--- config.mk ---
export PLATFORM = sky130hd
export DESIGN_NAME = tsr_cell
export DESIGN_NICKNAME = d
export VERILOG_FILES = /design/src/sv/tsr_pkg.sv /design/src/sv/tsr_cell.sv
export SDC_FILE = /design/constraint.sdc
export NUM_CORES = 1
export LEC_CHECK = 0
export ABC_AREA = 1
export BUFFER_PORTS_ARGS = -buffer_cell sky130_fd_sc_hd__buf_2
export CORE_AREA = 2 2 210 212
export DETAILED_ROUTE_END_ITERATION = 8
export DIE_AREA = 0 0 212 214
export GPL_TIMING_DRIVEN = 0
export PLACE_DENSITY_LB_ADDON = 0.15
export SYNTH_ARGS = -nofsm -noshare
export SYNTH_HDL_FRONTEND = slang
export SYNTH_SLANG_ARGS = --single-unit
--- constraint.sdc ---
create_clock -name clk -period 3.09 [get_ports clk]
set_input_delay 0.4635 -clock clk [delete_from_list [all_inputs] [get_ports clk]]
set_output_delay 0.4635 -clock clk [all_outputs]
set_load 0.005 [all_outputs]
--- src/sv/tsr_pkg.sv ---
// shared constants, codes and types for the timestamp rescaler
package tsr_pkg;

  localparam int DEF_TB_BITS = 32;
  localparam int US_PER_SEC  = 1000000;
  localparam int US_BITS     = 20;
  // quotient bits resolved by the divider chain, one per cell
  localparam int Q_BITS      = 66;

  typedef enum logic [2:0] {
    ST_OK     = 3'd0,
    ST_NEG    = 3'd1,
    ST_BAD    = 3'd2,
    ST_OVF    = 3'd3,
    ST_BEFORE = 3'd4
  } status_t;

  typedef enum logic [2:0] {
    OP_DIV    = 3'd0,
    OP_STAMP  = 3'd1,
    OP_NORM   = 3'd2,
    OP_SIGNED = 3'd3,
    OP_FRAME  = 3'd4
  } op_t;

  typedef enum logic [2:0] {
    REG_SRC_NUM = 3'd0,
    REG_SRC_DEN = 3'd1,
    REG_ORG_NUM = 3'd2,
    REG_ORG_DEN = 3'd3,
    REG_ORG_STAMP = 3'd4,
    REG_RATE_NUM = 3'd5,
    REG_RATE_DEN = 3'd6
  } reg_idx_t;

  // control that rides along with each item through the pipeline
  typedef struct packed {
    logic       vld;
    logic [2:0] op;
    status_t    st;
    logic       neg;
  } side_t;

endpackage

--- src/sv/tsr_cell.sv ---
// one restoring division cell: resolves one quotient bit
module tsr_cell #(
  parameter int DW = 64,
  parameter int QB = tsr_pkg::Q_BITS
) (
  input  logic           clk,
  input  logic           rst,
  input  logic           en,
  input  tsr_pkg::side_t side_i,
  input  logic [DW-1:0]  rem_i,
  input  logic [QB-1:0]  low_i,
  input  logic [QB-1:0]  q_i,
  input  logic [DW-1:0]  d_i,
  output tsr_pkg::side_t side_o,
  output logic [DW-1:0]  rem_o,
  output logic [QB-1:0]  low_o,
  output logic [QB-1:0]  q_o,
  output logic [DW-1:0]  d_o
);

  logic [DW:0] trial, diff;
  logic        ge;

  assign trial = {rem_i, low_i[QB-1]};
  assign ge    = trial >= {1'b0, d_i};
  assign diff  = trial - {1'b0, d_i};

  always_ff @(posedge clk) begin
    if (rst) begin
      side_o <= '0;
    end else if (en) begin
      side_o <= side_i;
    end
  end

  always_ff @(posedge clk) begin
    if (en) begin
      rem_o <= ge ? diff[DW-1:0] : trial[DW-1:0];
      low_o <= {low_i[QB-2:0], 1'b0};
      q_o   <= {q_i[QB-2:0], ge};
      d_o   <= d_i;
    end
  end

endmodule

==> results of run 1 <==
[area by class of cell]
cell class | instances | area (um2) | area share [%]
Timing Repair Buffer | 541 | 2780 | 14.1
Clock inverter | 16 | 145 | 0.734
Tap cell | 585 | 732 | 3.70
Buffer | 22 | 160 | 0.810
Multi-Input combinational cell | 1186 | 5740 | 29.0
Antenna cell | 5 | 12.5 | 0.0633
Inverter | 395 | 1480 | 7.50
Sequential cell | 267 | 7940 | 40.2
Clock buffer | 37 | 777 | 3.93
[worst max-delay path, cell delays in order]
cell and delay, ps:
buf_2 90, inv_1 40, ha_1 390, nand2_1 100
inv_2 70, nand3_1 180, nor2_1 310, nand2_2 140
nor3_2 220, nand2_4 220, nand2_8 130, buf_4 240
nand3_1 200, nand2_1 110
[Yosys cell counts (2+ instances only)]
cell type,n
inv_1,366
nand3b_1,14
nand3_2,2
xor2_1,30
nand4_1,8
nor2_2,22
o21ai_0,6
ha_1,64
buf_2,10
edfxtp_1,259
buf_8,3
nor3_1,10
nand2_1,703
clkbuf_1,3
buf_4,4
inv_2,29
a21oi_1,52
dfxtp_1,8
and3_1,3
and2_1,3
nand3_1,143
nor2_4,3
nand2_2,13
nor4_1,6
nor2_1,93
[state kept, by name, indices dropped and copies added, names as in the netlist]
register  flops
side_o        8
q_o          66
d_o          64
low_o        65
rem_o        64
[worst paths after layout]
path / start / end / slack (ps) / cells past startpoint
worst max-delay path: d_i[57] / rem_o[40]$_DFFE_PP_ / 610 / 14
worst min-delay path: q_i[0] / q_o[1]$_DFFE_PP_ / 40 / 1
worst min register to register: side_o[0]$_SDFFE_PP0P_ / side_o[0]$_SDFFE_PP0P_ / 460 / 2
worst max register to register: side_o[7]$_SDFFE_PP0P_ / side_o[7]$_SDFFE_PP0P_ / 2410 / 2
[repair_timing]
item / in CTS / in global routing
gates resized for setup: 0 / 0
endpoints found under the hold margin: 4 / 0
hold buffers: 4 / 0
[routing by layer]
| layer | track usage, % | vias up | routed length (um) |
|---|---|---|---|
| li1 | - | 6991 | - |
| met1 | 29.0 | 6213 | 23200 |
| met2 | 41.8 | 421 | 27000 |
| met3 | 4.98 | 101 | 3540 |
| met4 | 9.01 | 6 | 2160 |
| met5 | 0 | - | 42 |
[where the power goes]
| group | switching [W] | total (W) | internal (W) |
|---|---|---|---|
| clock | 0.00145 | 0.00339 | 0.00194 |
| combinational | 0.00140 | 0.00221 | 0.000811 |
| sequential | 0.0000815 | 0.00447 | 0.00439 |
[logic make-up after synthesis]
group	share of synthesized area [%]
and+or+nand+nor	28.2
buffers and inverters	10.7
DFF	51.8
adders and majority gates	5.36
AOI/OAI and AO/OA	2.08
xor gates and xnor gates	1.77
other	0.0245
[stage by stage]
| stage | TNS [ps] | instance area, um2 |
|---|---|---|
| detailed placement | -30.2 | 18800 |
| global route | 0 | 19800 |
| CTS | 0 | 19800 |
| global placement | -560520 | 18700 |
| floorplan | 0 | 15300 |
| finish | 0 | 19800 |
==> summary.txt, run 1 <==
Run status
  • Run status: finished, final reports clean

Final layout
  • P&R area growth vs syn: 29.0%
  • Post-route insts no fill: around 3000
  • Final Util: between 40 and 50%
  • Most frequent cells in the layout: nand2_1 (703), buf_2 (544), inv_1 (366), edfxtp_1 (259), nand3_1 (143)
  • Share of cells above drive strength 1: ~27%
  • Nets@finish: 2779
  • Commonest non-fill, non-tap cell in the layout: nand2_1
  • Fill count: 4386

Route
  • Detailed Route Iter0 Violations: 845
  • Via Count: between 10000 and 15000
  • DR pass1 iterations: 5
  • Wirelength, routed: 55.9 mm
  • Post-DRT Antenna Nets: 0
  • Wire length per cell: about 18 um
  • Vias per inst: between 4 and 5
  • DRC Markers: 0

STA
  • Slew @ Worst Pin: a little over 600 ps
  • Rel. slew slack: between 50% and 60%
  • Setup violations, final: 0
  • Final Hold Vio Count: 0
  • Final-report max-slew violation count: 0
  • RSZ-0062 raised after global routing: false
  • Min Tclk post-route: 2480 ps
  • Hold Slack: 39.2 ps
  • Fmax achieved: just over 400 MHz
  • Final period util: 80.1%
  • Setup Skew: 0 ps
  • Final Worst Setup Slack: 614 ps

Synthesis
  • Mapped Cells: 1870
  • EDFF count, synth: approximately 260
  • Post-synth design cell area: roughly 15000 um2
  • Primary FF master, synth: edfxtp_1
  • Ys Warns: 0
  • Synth cell types: 38
  • Synthesized area per cell: 8.19 um2
  • Synth top area share: 50.8%
  • Synth area leader: edfxtp_1
  • Post-Syn Nets: roughly 2200
  • Top cells by area, synth: edfxtp_1 (51%), nand2_1 (17%), inv_1 (9.0%)
  • Post-synthesis sequential area ratio: 51.8%
  • Ys async rst share: 0%
  • Synthesized flop and latch total: between 200 and 300

Clocking
  • CTS tree: yes
  • CTS Buf Count: 30
  • CTS root buffer: clkbuf_16
  • Sink Count: 267
  • Setup Buffers After CTS: 0
  • Reg clk slew, reported paths: 60 ps
  • Clock Tree Buf Depth: 3
  • Clk_lat worst skew: 590 ps
  • H-tree levels: 1

Global route
  • Initial antenna violation count: 8
  • Vias in the first global route: 13500
  • First-pass GRT wire length: 81.4 mm
  • GRT Util Overall: approximately a quarter
  • Largest net degree at the start of global routing: 104
  • GR Overflow Total: 0

Run
  • Max-Cap Viols: 0

Power and ir drop
  • Power Density: around 500 nW/um2
  • Pwr Total: between 0.01 and 0.015 W
  • Worst vdd ir: approximately 0.00038 V
  • Leak Pwr: 10.4 nW

Placed design
  • Placed cell count: 2992
  • IO Port Bufs: 535
  • Post-DP HPWL: ~47 mm
  • RePlAce Congestion: between 0.9 and 1
  • DP Worst Slack: -20.8 ps

Setup path
  • Largest fanout on the critical path: 10
  • Worst path arrival time: 2940 ps
  • Critical Path Sink Type: flip-flop
  • Worst Path Required: 3550 ps
  • CP startpoint kind: primary input
  • Crit Path Category: in -> reg

Die
  • Initial core utilization: between 30% and 40%
  • Die height: 214 um
  • # IOs: 539
  • Die X-Extent: 212 um
  • Row count: 76
  • Core Area: ~43000 um2
  • Full die area: about 45000 um2

Min path
  • Worst hold path type: in -> reg
No activity file was read; power rests on OpenSTA's default activity.
==> run 2, diff against run 1 <==
- CORE_AREA: 2 2 210 212 -> 2 2 209 211
- DIE_AREA: 0 0 212 214 -> 0 0 211 213
- clock period: 3.09 -> 2 ns (I/O delays scaled with it)
==> summary.txt, run 2 (same netlist as run 1, synthesis figures left out) <==
Route
  • Via Count: 14900 (+8.6%)
  • Wirelength, routed: 60.2 mm (+7.7%)
  • Detailed Route Iter0 Violations: 935 (+11%)
  • Vias per inst: 4.61 (+2.5%)
  • Post-DRT Antenna Nets: 0 (unchanged)
  • DRC Markers: 0 (unchanged)
  • Wire length per cell: 18.6 um (+1.7%)
  • DR pass1 iterations: 7 (+2)

Final layout
  • Commonest non-fill, non-tap cell in the layout: nand2_1
  • Register with the most flip-flops: q_o
  • P&R area growth vs syn: 50.4%
  • Max reg flops: 66 (unchanged)
  • Share of cells above drive strength 1: 31.2% (+4.1 points)
  • Nets@finish: 2992 (+7.7%)
  • Most frequent cells in the layout: nand2_1 (655), buf_2 (539), inv_1 (364), edfxtp_1 (259), dlygate4sd3_1 (202)
  • Post-route insts no fill: 3234 (+5.9%)
  • Largest regs: q_o: 66 flops, low_o: 65 flops
  • Final Util: 54.0% (+7.9 points)

STA
  • Setup violations, final: 0 (unchanged)
  • Setup Skew: 0 ps (unchanged)
  • Final-report max-slew violation count: 0 (unchanged)
  • Final period util: a little over nine tenths
  • Final Hold Vio Count: 0 (unchanged)
  • Final Worst Setup Slack: 77.1 ps (-537 ps)
  • Fmax achieved: 520 MHz
  • Rel. slew slack: 55.7% (-3.2 points)
  • Slew @ Worst Pin: 664 ps (+52.0 ps)
  • Min Tclk post-route: 1920 ps

Clocking
  • CTS tree: yes
  • CTS Buf Count: 30 (unchanged)
  • CTS root buffer: clkbuf_16
  • Reg clk slew, reported paths: 60 ps (about the same)
  • Clock Tree Buf Depth: 3 (unchanged)
  • Sink Count: 267 (unchanged)
  • H-tree levels: 1 (unchanged)
  • Clk_lat worst skew: 560 ps (-30 ps)

Setup path
  • Largest fanout on the critical path: 10 (unchanged)
  • Critical Path Sink Type: flip-flop
  • Crit Path Category: in -> reg
  • CP startpoint kind: primary input
  • Worst Path Required: 2300 ps (-1250 ps)
  • Worst path arrival time: 2230 ps (-710 ps)

Global route
  • Initial antenna violation count: 10 (+2)
  • GRT Util Overall: 25.9% (+1.9 points)
  • GR Overflow Total: 0 (unchanged)
  • Largest net degree at the start of global routing: 118 (+13%)
  • Vias in the first global route: 14900 (+10%)
  • First-pass GRT wire length: 87.0 mm (+6.9%)

Run status
  • Run status: finished, final reports clean

Power and ir drop
  • Worst vdd ir: 0.000696 V (+82%)
  • Leak Pwr: 11.4 nW (+9.8%)
  • Power Density: 715 nW/um2 (+40%)

Die
  • Full die area: 44900 um2 (-0.94%)
  • Core Area: 42700 um2 (-0.44%)
  • Row count: 76 (unchanged)
  • # IOs: 539 (unchanged)
  • Initial core utilization: 35.9% (+0.16 points)
  • Die X-Extent: 211 um (-0.47%)
  • Die height: 213 um (-0.47%)

Placed design
  • DP Worst Slack: -940 ps (-919 ps)
  • Post-DP HPWL: 47.3 mm (+1.1%)
  • Placed cell count: 2953 (-1.3%)
  • RePlAce Congestion: 0.916 (-1.1%)
  • IO Port Bufs: 535 (unchanged)

Run
  • Max-Cap Viols: 0 (unchanged)

Min path
  • Worst hold path type: in -> reg
-- run 2: cell types whose count changed in the layout (fill, tap and decap cells not counted), sizes merged --
cell	change
clkinvlp	+2
dlygate4sd3	+198
diode	+4
clkinv	-4
clkbuf	+3
buf	+16
-- run 2: power breakdown --
part           switching [W]  total [W]  internal (W)
combinational        0.00242    0.00418       0.00176
clock                0.00222    0.00537       0.00315
sequential          0.000133    0.00692       0.00678
total                0.00478     0.0165        0.0117
-- run 2: final timing paths --
path | startpoint | to | slack (ps) | cells after the start
max | d_i[55] | rem_o[25]$_DFFE_PP_ | 80 | 16
min | rem_i[61] | rem_o[62]$_DFFE_PP_ | 70 | 3
max reg2reg | side_o[1]$_SDFFE_PP0P_ | side_o[1]$_SDFFE_PP0P_ | 1420 | 2
min reg2reg | side_o[3]$_SDFFE_PP0P_ | side_o[3]$_SDFFE_PP0P_ | 460 | 2
-- run 2: cell type report --
| cell class | count | area (um2) |
|---|---|---|
| Inverter | 395 | 1480 |
| Clock inverter | 14 | 123 |
| Antenna cell | 9 | 22.5 |
| Timing Repair Buffer | 756 | 4900 |
| Buffer | 20 | 165 |
| Clock buffer | 41 | 833 |
| Multi-Input combinational cell | 1186 | 6900 |
| Sequential cell | 267 | 7940 |
| Fill cell | 3994 | 19700 |
| Tap cell | 546 | 683 |
-- run 2: through the flow --
step           setup TNS, ps  power (W)  hold slack, ps  cell area, um2
3_3_place_gp         -854320     0.0107             448           19400
3_5_place_dp          -65130     0.0107             450           19500
2_1_floorplan              0    0.00894             399           16100
6_report                   0     0.0165            70.3           23000
5_1_grt                -23.7     0.0173            77.4           23000
4_1_cts                    0     0.0165            39.8           22700
-- run 2: layer usage --
metal / up-vias / share of wire, % / track usage (%)
met5: - / 0.022 / 0
met4: 2 / 3.9 / 11.6
met3: 101 / 5.8 / 4.68
met2: 500 / 48 / 44.2
met1: 6868 / 42 / 32.2
li1: 7437 / - / -
-- run 2: what timing repair did --
item                                    in CTS  in global routing
hold buffers                               202                  0
hold endpoints to repair                   202                  0
endpoints found under the setup margin      65                 62
resized for setup                           33                 70
buffers inserted                             6                 11
pin swaps                                    3                 19
-- run 2: worst max-delay path, cell delays in order --
cell	delay, ps
buf_2	110
inv_1	90
ha_4	220
buf_4	150
nand2_2	70
inv_2	40
a21oi_2	170
inv_2	60
o21ai_2	150
nand3_4	110
nor2_8	190
nand2_8	80
buf_12	170
buf_8	150
nand2_1	60
nand2_1	60
==> run 3, diff against run 2 <==
- SETUP_SLACK_MARGIN: not set -> 0.1
==> summary.txt, run 3 (same netlist as run 1, synthesis figures left out) <==
Global route
  • Largest net degree at the start of global routing: 118 (unchanged)
  • GR Overflow Total: 0 (unchanged)
  • First-pass GRT wire length: 87.6 mm (+0.60%)
  • GRT Util Overall: 26.0% (about the same)
  • Vias in the first global route: 14900 (+0.36%)
  • Initial antenna violation count: 5 (-5)

STA
  • Hold Slack: 75.9 ps (+5.57 ps)
  • Final Hold Vio Count: 0 (unchanged)
  • Fmax achieved: 538 MHz (+3.5%)
  • RSZ-0062 raised after global routing: true
  • Rel. slew slack: 51.6% (-4.2 points)
  • Final-report max-slew violation count: 0 (unchanged)
  • Setup violations, final: 0 (unchanged)
  • Min Tclk post-route: 1860 ps (-65.4 ps)
  • Setup Skew: 0 ps (unchanged)
  • Final period util: 92.9% (-3.3 points)
  • Slew @ Worst Pin: 726 ps (+62.4 ps)

Setup path
  • CP dominant cell by count: nand2_1
  • Worst Path Required: 2320 ps (+20 ps)
  • Cell Chain, Critical Path: buf_2 -> ha_4 -> nand2_4 -> inv_2 -> a21oi_4 -> nor2_2 -> o21ai_2 -> nand3_4 -> nor2_8 -> nand2_8 -> buf_12 -> buf_8 -> nand2_1 -> nand2_1
  • CP startpoint kind: primary input
  • Slowest-stage cell, CP: ha_4
  • Crit Path Category: in -> reg
  • CP peak stage delay: 270 ps (+50 ps)
  • Worst path arrival time: 2180 ps (-50 ps)
  • Largest fanout on the critical path: 10 (unchanged)
  • Critical Path Sink Type: flip-flop

Clocking
  • Clock Tree Buf Depth: 3 (unchanged)
  • CTS Buf Count: 30 (unchanged)
  • Reg clk slew, reported paths: 70 ps (about the same)
  • CTS tree: yes
  • Sink Count: 267 (unchanged)
  • H-tree levels: 1 (unchanged)
  • CTS root buffer: clkbuf_16
  • Clk_lat worst skew: 570 ps (about the same)

Min path
  • Worst hold path type: in -> reg

Final layout
  • Final Util: 55.2% (+1.2 points)
  • Most frequent cells in the layout: nand2_1 (618), buf_2 (536), inv_1 (349), edfxtp_1 (259), dlygate4sd3_1 (202)
  • Largest regs: q_o: 66 flops, low_o: 65 flops
  • Nets@finish: 3001 (+0.30%)
  • Share of cells above drive strength 1: 34.2% (+3.0 points)
  • Register with the most flip-flops: q_o
  • Commonest non-fill, non-tap cell in the layout: nand2_1
  • P&R area growth vs syn: 53.8%
  • Max reg flops: 66 (unchanged)

Die
  • Row count: 76 (unchanged)
  • Initial core utilization: 35.9% (unchanged)
  • # IOs: 539 (unchanged)
  • Die X-Extent: 211 um (unchanged)
  • Core Area: 42700 um2 (unchanged)
  • Die height: 213 um (unchanged)
  • Full die area: 44900 um2 (unchanged)

Route
  • Vias per inst: 4.68 (+1.4%)
  • DR pass1 iterations: 5 (-2)
  • Wirelength, routed: 60.8 mm (+1.1%)
  • Via Count: 15100 (+1.5%)
  • Post-DRT Antenna Nets: 0 (unchanged)
  • Wire length per cell: 18.8 um (+1.0%)
  • DRC Markers: 0 (unchanged)
  • Detailed Route Iter0 Violations: 1027 (+9.8%)

Power and ir drop
  • P_int: 0.0118 W (+1.2%)
  • Power Density: 713 nW/um2 (-0.21%)
  • Switching power: 0.00497 W (+4.0%)
  • Worst vdd ir: 0.000731 V (+5.2%)
  • Leak Pwr: 11.6 nW (+1.5%)
  • Combinational power share: 25.9% (+0.5 points)
  • Clock power share: 33.0% (+0.4 points)
  • Net Sw Frac: 29.6% (+0.58 points)
  • Pwr Total: 0.0168 W (+2.0%)
  • Seq pwr share: 41.2% (-0.8 points)

Placed design
  • Post-DP HPWL: 47.4 mm (+0.34%)
  • RePlAce Congestion: 0.918 (+0.17%)
  • IO Port Bufs: 535 (unchanged)

Run
  • Max-Cap Viols: 0 (unchanged)

Run status
  • Run status: finished, final reports clean
## run 3: changes by cell type in the layout (fill, tap and decap cells not counted), moves of 8 or more
cell,before,now
inv_1,364,349
buf_4,24,32
nand2_1,655,618
nand2_4,8,24
nor2_4,24,36
inv_2,31,44
nand2_2,54,74
## run 3: cell type report
cell class                      instances  area, um2
Clock buffer                           35        791
Antenna cell                            2       5.00
Multi-Input combinational cell       1186       7290
Sequential cell                       267       7940
Buffer                                 21        195
Timing Repair Buffer                  764       4970
Fill cell                            3947      19100
Tap cell                              546        683
Inverter                              395       1490
Clock inverter                         20        194
## run 3: path summary, 6_finish.rpt
path / startpoint / end / slack (ps) / cells after the start
min: rem_i[12] / rem_o[13]$_DFFE_PP_ / 80 / 3
max reg2reg: side_o[0]$_SDFFE_PP0P_ / side_o[0]$_SDFFE_PP0P_ / 1420 / 2
min reg2reg: side_o[3]$_SDFFE_PP0P_ / side_o[3]$_SDFFE_PP0P_ / 460 / 2
max: rem_i[51] / rem_o[19]$_DFFE_PP_ / 140 / 14
## run 3: per-stage QoR
stage | setup WS, ps | setup TNS, ps | std cells | instance area [um2]
finish | 143 | 0 | 3236 | 23600
global route | 57.1 | 0 | 3236 | 23600
CTS | 103 | 0 | 3218 | 23000
detailed placement | -937 | -61170 | 2953 | 19600
global placement | -3320 | -850570 | 2951 | 19600
floorplan | 8.70 | 0 | 1870 | 16200
## run 3: power by group through the flow
stage	clock network [W]	registers, W	logic, W
5_1_grt	0.00585	0.00697	0.00476
6_report	0.00554	0.00692	0.00435
2_1_floorplan	0	0.00711	0.00187
3_5_place_dp	0	0.00702	0.00371
4_1_cts	0.00567	0.00691	0.00414
3_3_place_gp	0	0.00705	0.00368
## run 3: timing repair
action                                  4_1_cts  5_1_grt
hold buffers                                202        0
endpoints found under the setup margin       65       65
endpoints found under the hold margin       202        0
buffers inserted                              8       17
gates resized for setup                      59      134
pin swaps                                    12       43
## run 3: per-layer routing
layer  share of wire, %  global-route usage [%]  wire, um
met4                2.9                    6.85      1740
met1                 42                    33.2     25800
met3                5.2                    3.37      3180
met5                  0                       0         0
met2                 49                    46.2     30100
## run 3: worst max-delay path, delay by kind of cell
| family | cells | cell delay (ps) |
|---|---|---|
| AOI/OAI and AO/OA | 2 | 360 |
| adders and majority gates | 1 | 270 |
| buffers and inverters | 4 | 480 |
| and+or+nand+nor | 7 | 730 |
